## src/rtl/core/perspective_raster_matrix_macros.svh

```systemverilog
// ----------------------------------------------------------------------------
// perspective raster matrix assertion macros
// shared concurrent assertion forms, clocked on clk and disabled in rst
// ----------------------------------------------------------------------------
`ifndef PERSPECTIVE_RASTER_MATRIX_MACROS_SVH
`define PERSPECTIVE_RASTER_MATRIX_MACROS_SVH

// same-cycle implication
`define PRM_ASSERT_IMP(name, ante, cons, msg) \
  name: assert property (@(posedge clk) disable iff (rst) (ante) |-> (cons)) \
    else $error(msg);

// next-cycle implication
`define PRM_ASSERT_NXT(name, ante, cons, msg) \
  name: assert property (@(posedge clk) disable iff (rst) (ante) |=> (cons)) \
    else $error(msg);

`endif

```

## src/rtl/core/prm_pkg.sv

```systemverilog
// ----------------------------------------------------------------------------
// prm_pkg
// shared types, constants and tables of the perspective raster matrix
// ----------------------------------------------------------------------------
package prm_pkg;

  localparam int SINE_TABLE_DEPTH = 1024;
  localparam int SINE_AW          = $clog2(SINE_TABLE_DEPTH);
  localparam int TILT_TABLE_DEPTH = 16;
  localparam int TILT_AW          = $clog2(TILT_TABLE_DEPTH);

  localparam int PADDR_W = 5;
  localparam logic [2:0] REG_EYE_HEIGHT      = 3'd0;
  localparam logic [2:0] REG_SCREEN_DISTANCE = 3'd1;
  localparam logic [2:0] REG_GROUND_DISTANCE = 3'd2;
  localparam logic [2:0] REG_HEADING_ANGLE   = 3'd3;
  localparam logic [2:0] REG_TILT_ANGLE      = 3'd4;

  localparam logic [63:0] Q30_ONE     = 64'd1073741824;
  localparam logic [63:0] Q30_HALF    = 64'd536870912;
  localparam logic [63:0] HALF_PI_Q30 = 64'd1686629713;
  localparam logic [63:0] CORR_K1_Q30 = 64'd85131621;
  localparam logic [63:0] CORR_K0_Q30 = 64'd331153790;

  localparam logic [15:0] QUARTER_TURN = 16'h4000;

  // line pipeline layout
  localparam int DIV_STAGES = 16;
  localparam int DIV_DW     = 52;
  localparam int NLANE      = 4;
  localparam int LANE_A     = 0;
  localparam int LANE_B     = 1;
  localparam int LANE_C     = 2;
  localparam int LANE_D     = 3;
  localparam int NSTAGE     = DIV_STAGES + 6;
  localparam int S_PROD     = 0;
  localparam int S_DEN      = 1;
  localparam int S_VM       = 2;
  localparam int S_MUL      = 3;
  localparam int S_SET      = 4;
  localparam int S_DIV0     = 5;
  localparam int S_OUT      = NSTAGE - 1;

  typedef logic signed [16:0] q15_t;
  typedef q15_t sine_rom_t [SINE_TABLE_DEPTH];
  typedef logic [15:0] tilt_rom_t [TILT_TABLE_DEPTH];

  localparam tilt_rom_t MAX_TILT = '{
    16'h38b4, 16'h38b7, 16'h38ba, 16'h38be, 16'h38c0, 16'h38c4, 16'h38c7, 16'h38ca,
    16'h38ce, 16'h38d0, 16'h38d4, 16'h38d7, 16'h38da, 16'h38dd, 16'h38e0, 16'h38e4
  };

  typedef struct packed {
    logic signed [15:0] eye;
    logic signed [15:0] sd;
    logic signed [15:0] gd;
    logic [15:0]        heading;
    logic [15:0]        tilt;
  } cfg_t;

  typedef struct packed {
    logic signed [16:0] hs;
    logic signed [16:0] hc;
    logic signed [16:0] ts;
    logic signed [31:0] vp;
    logic signed [16:0] cc;
    logic signed [31:0] go;
  } view_t;

  typedef struct packed {
    logic ovf;
    logic neg;
  } div_tag_t;

  // taylor series over one quarter turn, p in [0, 2^30]
  function automatic logic [16:0] quarter_sine(logic [63:0] p);
    logic [63:0] x, x2, t, s;
    x  = (p * HALF_PI_Q30) >> 30;
    x2 = (x * x) >> 30;
    t  = Q30_ONE - x2 / 64'd110;
    t  = Q30_ONE - ((x2 * t) >> 30) / 64'd72;
    t  = Q30_ONE - ((x2 * t) >> 30) / 64'd42;
    t  = Q30_ONE - ((x2 * t) >> 30) / 64'd20;
    t  = Q30_ONE - ((x2 * t) >> 30) / 64'd6;
    s  = (((x * t) >> 30) + 64'd16384) >> 15;
    return (s > 64'd32768) ? 17'd32768 : s[16:0];
  endfunction

  function automatic sine_rom_t build_sine_rom();
    sine_rom_t   r;
    logic [31:0] ph;
    logic [63:0] frac;
    logic [16:0] v;
    for (int i = 0; i < SINE_TABLE_DEPTH; i++) begin
      ph   = 32'(i) << (32 - SINE_AW);
      frac = {34'd0, ph[29:0]};
      if (ph[30]) begin
        v = quarter_sine(Q30_ONE - frac);
      end else begin
        v = quarter_sine(frac);
      end
      r[i] = ph[31] ? -$signed(v) : $signed(v);
    end
    return r;
  endfunction

  localparam sine_rom_t SINE_ROM = build_sine_rom();

endpackage

```

## src/rtl/core/prm_div.sv

```systemverilog
// ----------------------------------------------------------------------------
// prm_div
// one lane of the pipelined restoring divider, one quotient bit per stage
// ----------------------------------------------------------------------------
module prm_div (
  input  logic                       clk,
  input  logic [prm_pkg::DIV_STAGES-1:0] ld,
  input  logic [63:0]                n_in,
  input  logic [prm_pkg::DIV_DW-1:0] d_in,
  input  prm_pkg::div_tag_t          tag_in,
  output logic [prm_pkg::DIV_STAGES-1:0] q,
  output prm_pkg::div_tag_t          tag_out
);
  import prm_pkg::*;

  logic [63:0]            rem [DIV_STAGES];
  logic [DIV_DW-1:0]      dv  [DIV_STAGES];
  logic [DIV_STAGES-1:0]  qv  [DIV_STAGES];
  div_tag_t               tg  [DIV_STAGES];

  for (genvar j = 0; j < DIV_STAGES; j++) begin : g_st
    logic [63:0]           rp;
    logic [DIV_DW-1:0]     dp;
    logic [DIV_STAGES-1:0] qp;
    div_tag_t              tp;
    logic [67:0]           dsh;
    logic                  ge;

    if (j == 0) begin : g_first
      assign rp = n_in;
      assign dp = d_in;
      assign qp = '0;
      assign tp = tag_in;
    end else begin : g_next
      assign rp = rem[j-1];
      assign dp = dv[j-1];
      assign qp = qv[j-1];
      assign tp = tg[j-1];
    end

    assign dsh = 68'(dp) << (DIV_STAGES - 1 - j);
    assign ge  = ({4'b0000, rp} >= dsh);

    always_ff @(posedge clk) begin
      if (ld[j]) begin
        rem[j] <= ge ? (rp - dsh[63:0]) : rp;
        dv[j]  <= dp;
        qv[j]  <= {qp[DIV_STAGES-2:0], ge};
        tg[j]  <= tp;
      end
    end
  end

  assign q       = qv[DIV_STAGES-1];
  assign tag_out = tg[DIV_STAGES-1];

endmodule

```

## config.mk

```make
export PLATFORM = sky130hd
export DESIGN_NAME = prm_div
export DESIGN_NICKNAME = d
export VERILOG_FILES = /design/src/rtl/core/perspective_raster_matrix_macros.svh /design/src/rtl/core/prm_pkg.sv /design/src/rtl/core/prm_div.sv
export SDC_FILE = /design/constraint.sdc
export NUM_CORES = 2
export LEC_CHECK = 0
export ABC_AREA = 0
export ABC_CLOCK_PERIOD_IN_PS = 9370
export BUFFER_PORTS_ARGS = -buffer_cell sky130_fd_sc_hd__buf_2
export CELL_PAD_IN_SITES_DETAIL_PLACEMENT = 0
export CELL_PAD_IN_SITES_GLOBAL_PLACEMENT = 1
export CORE_UTILIZATION = 31
export CTS_BUF_LIST = sky130_fd_sc_hd__clkbuf_8
export CTS_CLUSTER_DIAMETER = 50
export DETAILED_ROUTE_END_ITERATION = 10
export GPL_ROUTABILITY_DRIVEN = 0
export PLACE_DENSITY = 0.65
export SLEW_MARGIN = 20
export SYNTH_ARGS = -nofsm -noshare
export SYNTH_HDL_FRONTEND = slang
export SYNTH_SLANG_ARGS = --single-unit
export TNS_END_PERCENT = 50
```

## constraint.sdc

```tcl
create_clock -name clk -period 9.37 [get_ports clk]
set_input_delay 1.874 -clock clk [delete_from_list [all_inputs] [get_ports clk]]
set_output_delay 1.874 -clock clk [all_outputs]
set_load 0.03 [all_outputs]
```

# Word level (Yosys, flattened, before mapping)
# Memories as Yosys holds them, arrays and structs flattened.
# Cells that the tools add are included.
# Widths: inputs -> output; s select.
[op_classes]
addsub = 16
magnitude_cmp = 16
n_mux = 48
[ops]
columns = ["operator", "count"]
rows = [
  ["$mux 64", 16],
  ["$sub 64x64->64", 4],
  ["$ge 64x67->1", 1],
  ["$ge 64x66->1", 1],
  ["$ge 64x65->1", 1],
  ["$ge 64x52->1", 1],
  ["$ge 64x53->1", 1],
  ["$ge 64x54->1", 1],
  ["$ge 64x55->1", 1],
  ["$ge 64x56->1", 1],
  ["$ge 64x57->1", 1],
  ["$ge 64x58->1", 1],
  ["$ge 64x59->1", 1],
  ["$ge 64x60->1", 1],
  ["$ge 64x61->1", 1],
  ["$ge 64x62->1", 1],
  ["$ge 64x63->1", 1],
  ["$ge 64x64->1", 1],
  ["$sub 64x52->64", 1],
  ["$sub 64x53->64", 1],
  ["$sub 64x54->64", 1],
  ["$sub 64x55->64", 1],
  ["$sub 64x56->64", 1],
  ["$sub 64x57->64", 1],
  ["other kinds (7)", 38],
]
[word_totals]
register_bits = 0
mem_bits_rw = 2144
inputBits = 135
out_inout_bits = 18
elab_cells = 84
mem_count = 4
[mem_list]
columns = ["name", "words", "word_bits", "read_ports", "rd_ports_with_merged_regs", "wr", "line", "source"]
rows = [
  ["rem", 16, 64, 15, 0, 16, "prm_div.sv:16", "logic [63:0] rem [DIV_STAGES];"],
  ["dv", 16, 52, 15, 0, 16, "prm_div.sv:17", "logic [DIV_DW-1:0] dv [DIV_STAGES];"],
  ["qv", 16, 16, 16, 0, 16, "prm_div.sv:18", "logic [DIV_STAGES-1:0] qv [DIV_STAGES];"],
  ["tg", 16, 2, 16, 0, 16, "prm_div.sv:19", "div_tag_t tg [DIV_STAGES];"],
]

# Longest topological paths before layout
# An unclocked memory read counts as a cell.
[depth]
ltp_word = 3
mapped_depth = 16
mapped_depth_nobuf = 15

# Least setup slack after synthesis
# No wires, ideal clock.
[synth_path]
kind = "input to register"
from = "in n_in[15]"
to = "mem rem[0][61] (data pin)"
arrival_ps = 4708
path_slack_ps = 4402
stages = 14
path_buffers = 0
path_cell_list = "inv_1 -> ha_1 -> inv_1 -> fa_1 -> a211oi_1 -> o211ai_1 -> a311oi_1 -> o21ai_1 -> a221o_1 -> a41oi_1 -> o21ai_1 -> a21boi_0 -> xnor2_1 -> mux2_2"
[synth_rtl]
columns = ["item", "line", "source"]
rows = [
  ["start, declared", "prm_div.sv:8", "input logic [63:0] n_in,"],
  ["end, declared", "prm_div.sv:16", ""],
]

==> metrics.md <==
| Metric | Value |
|---|---|
| Main area contributors after synthesis | `edfxtp_1, ha_1, a21oi_1` |
| Initial Util | `0.3113` |
| CTS max path bufs | `4` |
| Area leader, netlist | `edfxtp_1` |
| Yosys cell types | `between 90 and 100` |
| CTS tree | `done` |
| Cell Area, Placed | `between 100000 and 150000 um^2` |
| Cts hold-fix bufs | `0` |
| Post-DP HPWL | `between 200000 and 250000 um` |
| CP most frequent cell | `inv_1` |
| Switching Power | `14.73 mW` |
| Wirelength, routed | `289000 um` |
| Kind of cell adding the most delay to the critical path | `compound AO/OA/AOI/OAI gates` |
| LEAKAGE | `between 50 and 60 nW` |
| Period Utilization, post-route | `0.5777` |
| # rows | `225` |
| Synth Area per Inst | `around 10 um^2` |
| Share of cells above drive strength 1 | `0.07999` |
| Vias after detailed routing | `a little over 80k` |
| Max-cap viol count | `0` |
| Peak VDD IR | `131.2 uV` |
| Most frequent cells in the layout | `edfxtp_1, a21oi_1, inv_1, nand2_1, ha_1` |
| Antenna violation net count after detailed routing | `0` |
| Post-CTS setup buffer count | `0` |
| Final instance area | `129600 um^2` |
| Worst Path Arrival | `a little over 6 ns` |
| Relative slew slack | `0.2366` |
| Seq/Total Area, Yosys | `0.4901` |
| Synth Instances | `about 11k` |
| Status | `complete, no violations` |
| Fin. Hold Viols | `0` |
| Worst path slowest cell | `a2111oi_1` |
| Vias in the first global route | `between 80k and 90k` |
| Core region area | `~380000 um^2` |
| Critical path class | `reg2reg` |
| Critical-path maximum fanout | `90` |
| Residual DRC | `0` |
| Final critical-path required period | `5.413 ns` |
| Flop pwr share | `0.353` |
| Worst path cell trace | `inv_1 > ha_1 > inv_1 > fa_1 > a211oi_1 > o21ai_0 > a2111oi_1 > nor3b_1 > o21ai_1 > a2111oi_0 > nand4b_1 > nand2_2 > buf_4 > clkinv_1 > mux2_2` |
| DIE WIDTH | `roughly 620 um` |
| Crit. End Element | `flop` |
| Root Driver | `clkbuf_8` |
| Flop and latch count out of synthesis | `1908` |
| WL/cell | `~17 um` |
| Combinational share of power | `0.443` |
| Main synth FF type | `edfxtp_1` |
| Final setup fails | `0` |
| First-pass GRT wire length | `451800 um` |
| Measured slew at the worst slew-check pin | `1.130 ns` |
| Clk sinks | `1908` |
| Worst EP required | `10.06 ns` |
| Post-synth EDFFs | `1908` |
| Buffers on Ports | `152` |
| Worst-path clk slew | `0.06 ns` |
| Crit path launch type | `flop` |
| Mapped cell area | `116900 um^2` |
| CTS resizes | `0` |
| First drt pass iteration count | `6` |
| IO Pins | `approximately 150` |
| Pin count of the biggest net entering global routing | `between 90 and 100` |
| P per Cell Area | `a little under 300 nW/um^2` |
| Final nets | `around 13k` |
| Top cell type's share of synthesized area | `0.4901` |
| Num CTS Buffers | `roughly 350` |
| Initial drt markers | `between 5k and 6k` |
| Gr usage total | `0.1471` |
| Layout area overhead | `10.88%` |
| Die Footprint | `about 380000 um^2` |
| Hold_ws | `0.3692 ns` |
| Clk network pwr share | `0.204` |
| Setup TNS | `0 ns` |
| Async SR Flop Fraction | `0` |
| Yosys warning total | `0` |
| Via density | `~4.9` |
| Post-synth net total | `approximately 12k` |
| Peak per-stage delay on the critical path | `~0.76 ns` |
| Clk Latency, worst-skew pair | `around 1 ns` |
| Max Clock Freq | `0.1847 GHz` |
| Int Pwr | `between 20 and 25 mW` |
| Gr ovfl total | `0` |
| Leading cell type in the layout, fill and taps excluded | `edfxtp_1` |
| Max H-tree Level | `5` |
| CP bufs+invs | `4` |
| Slew Viols, Final | `0` |
| Worst Hold Class | `reg2reg` |
| Initial antenna violation count | `3` |
| Die H | `616.1 um` |
| Final Skew | `about 0.08 ns` |
| Number of fill cells | `roughly 38k` |
| Switching Share | `0.3878` |
| RSZ-0062 raised after global routing | `no` |
-- cells by family after synthesis --
kind of cell	Yosys count	synth area share
simple gates	2859	0.1159
flops	1908	0.4901
compound gates	3459	0.1840
buf+inv	1506	0.04870
fa+ha+maj	841	0.09098
xor+xnor	747	0.05597
mux	150	0.01434
-- path summary, 6_finish.rpt --
check,from,end,slack (ns),depth (start not counted)
worst max-delay path,rem[0][14]$_DFFE_PP_,rem[0][89]$_DFFE_PP_,3.96,15
worst min-delay path,qv[1][4]$_DFFE_PP_,qv[1][21]$_DFFE_PP_,0.37,0
worst max register to register,rem[0][14]$_DFFE_PP_,rem[0][89]$_DFFE_PP_,3.96,15
worst min register to register,qv[1][4]$_DFFE_PP_,qv[1][21]$_DFFE_PP_,0.37,0
-- through the flow --
stage / power, mW / setup WS, ns / cells / utilization
after floorplan: 25.78 / 4.402 / 11470 / -
after global placement: 30.30 / 3.372 / 16220 / 0.3269
after detailed placement: 30.26 / 3.458 / 16220 / 0.3270
after CTS: 38.27 / 3.801 / 16850 / 0.3451
after global routing: 40.77 / 3.481 / 16850 / 0.3451
final: 37.97 / 3.957 / 16850 / 0.3451
-- power groups by stage --
| stage | logic (mW) | clock network (mW) | registers [mW] |
|---|---|---|---|
| after floorplan | 12.8 | 0 | 13.0 |
| after global placement | 16.7 | 0 | 13.6 |
| after detailed placement | 16.7 | 0 | 13.6 |
| after CTS | 16.8 | 8.07 | 13.4 |
| after global routing | 18.7 | 8.40 | 13.6 |
| final | 16.8 | 7.76 | 13.4 |
-- registers in the layout, indices dropped and copies added, names as in the netlist --
| register | count |
|---|---|
| dv | 780 |
| tg | 32 |
| qv | 136 |
| rem | 960 |
-- synthesized netlist by cell type, types with 17 or more instances --
| master | count |
|---|---|
| edfxtp_1 | 1908 |
| a21oi_1 | 1178 |
| inv_1 | 1043 |
| nand2_1 | 919 |
| ha_1 | 826 |
| nor2_1 | 772 |
| o21ai_0 | 737 |
| a21o_1 | 537 |
| xnor2_1 | 424 |
| clkbuf_1 | 407 |
| xor2_1 | 323 |
| nand4_1 | 245 |
| nand3_1 | 187 |
| o21bai_1 | 147 |
| nor3_1 | 142 |
| mux2_2 | 134 |
| a31oi_1 | 94 |
| o21a_1 | 91 |
| nor2b_1 | 89 |
| a211oi_1 | 87 |
| nor4_1 | 80 |
| and3_1 | 78 |
| nand2b_1 | 78 |
| o31ai_1 | 78 |
| o21ai_1 | 70 |
| o211ai_1 | 54 |
| and2_1 | 46 |
| or3_1 | 41 |
| or2_2 | 39 |
| a21boi_0 | 36 |
| a221oi_1 | 35 |
| and4_1 | 32 |
| or4_1 | 28 |
| buf_2 | 25 |
| buf_1 | 24 |
| nor4b_1 | 24 |
| a2111oi_0 | 23 |
| a31o_2 | 22 |
| a41oi_1 | 20 |
| o221ai_1 | 18 |
| a211o_1 | 17 |
| a311oi_1 | 17 |
| o2111ai_1 | 17 |
-- worst reg2reg max path: stages, from the launching register on --
cell	delay, ns
edfxtp_1	0.40
inv_1	0.07
ha_1	0.16
inv_1	0.05
fa_1	0.42
a211oi_1	0.29
o21ai_0	0.20
a2111oi_1	0.76
nor3b_1	0.28
o21ai_1	0.30
a2111oi_0	0.21
nand4b_1	0.23
nand2_2	0.07
buf_4	0.63
clkinv_1	0.64
mux2_2	0.45
-- area by class of cell --
type                       instances  area [um^2]  area share
antenna                            1        2.502  0.00001931
clock buffer                     355         4886     0.03770
clock inverter                   269         1917     0.01479
inverter                        1048         3934     0.03035
multi-input combinational       8056        54030      0.4169
sequential                      1908        57300      0.4421
tap                             4994         6248     0.04821
timing repair buffer             216         1294    0.009982
-- routing by layer --
layer | vias to the layer above | wire length, um | track usage
met5 | - | 0 | 0
met4 | 0 | 15560 | 0.07502
met3 | 689 | 9105 | 0.01659
met2 | 1768 | 135900 | 0.2545
met1 | 38140 | 128400 | 0.1806
li1 | 42380 | - | -
Power figures use the tool's default switching activity.
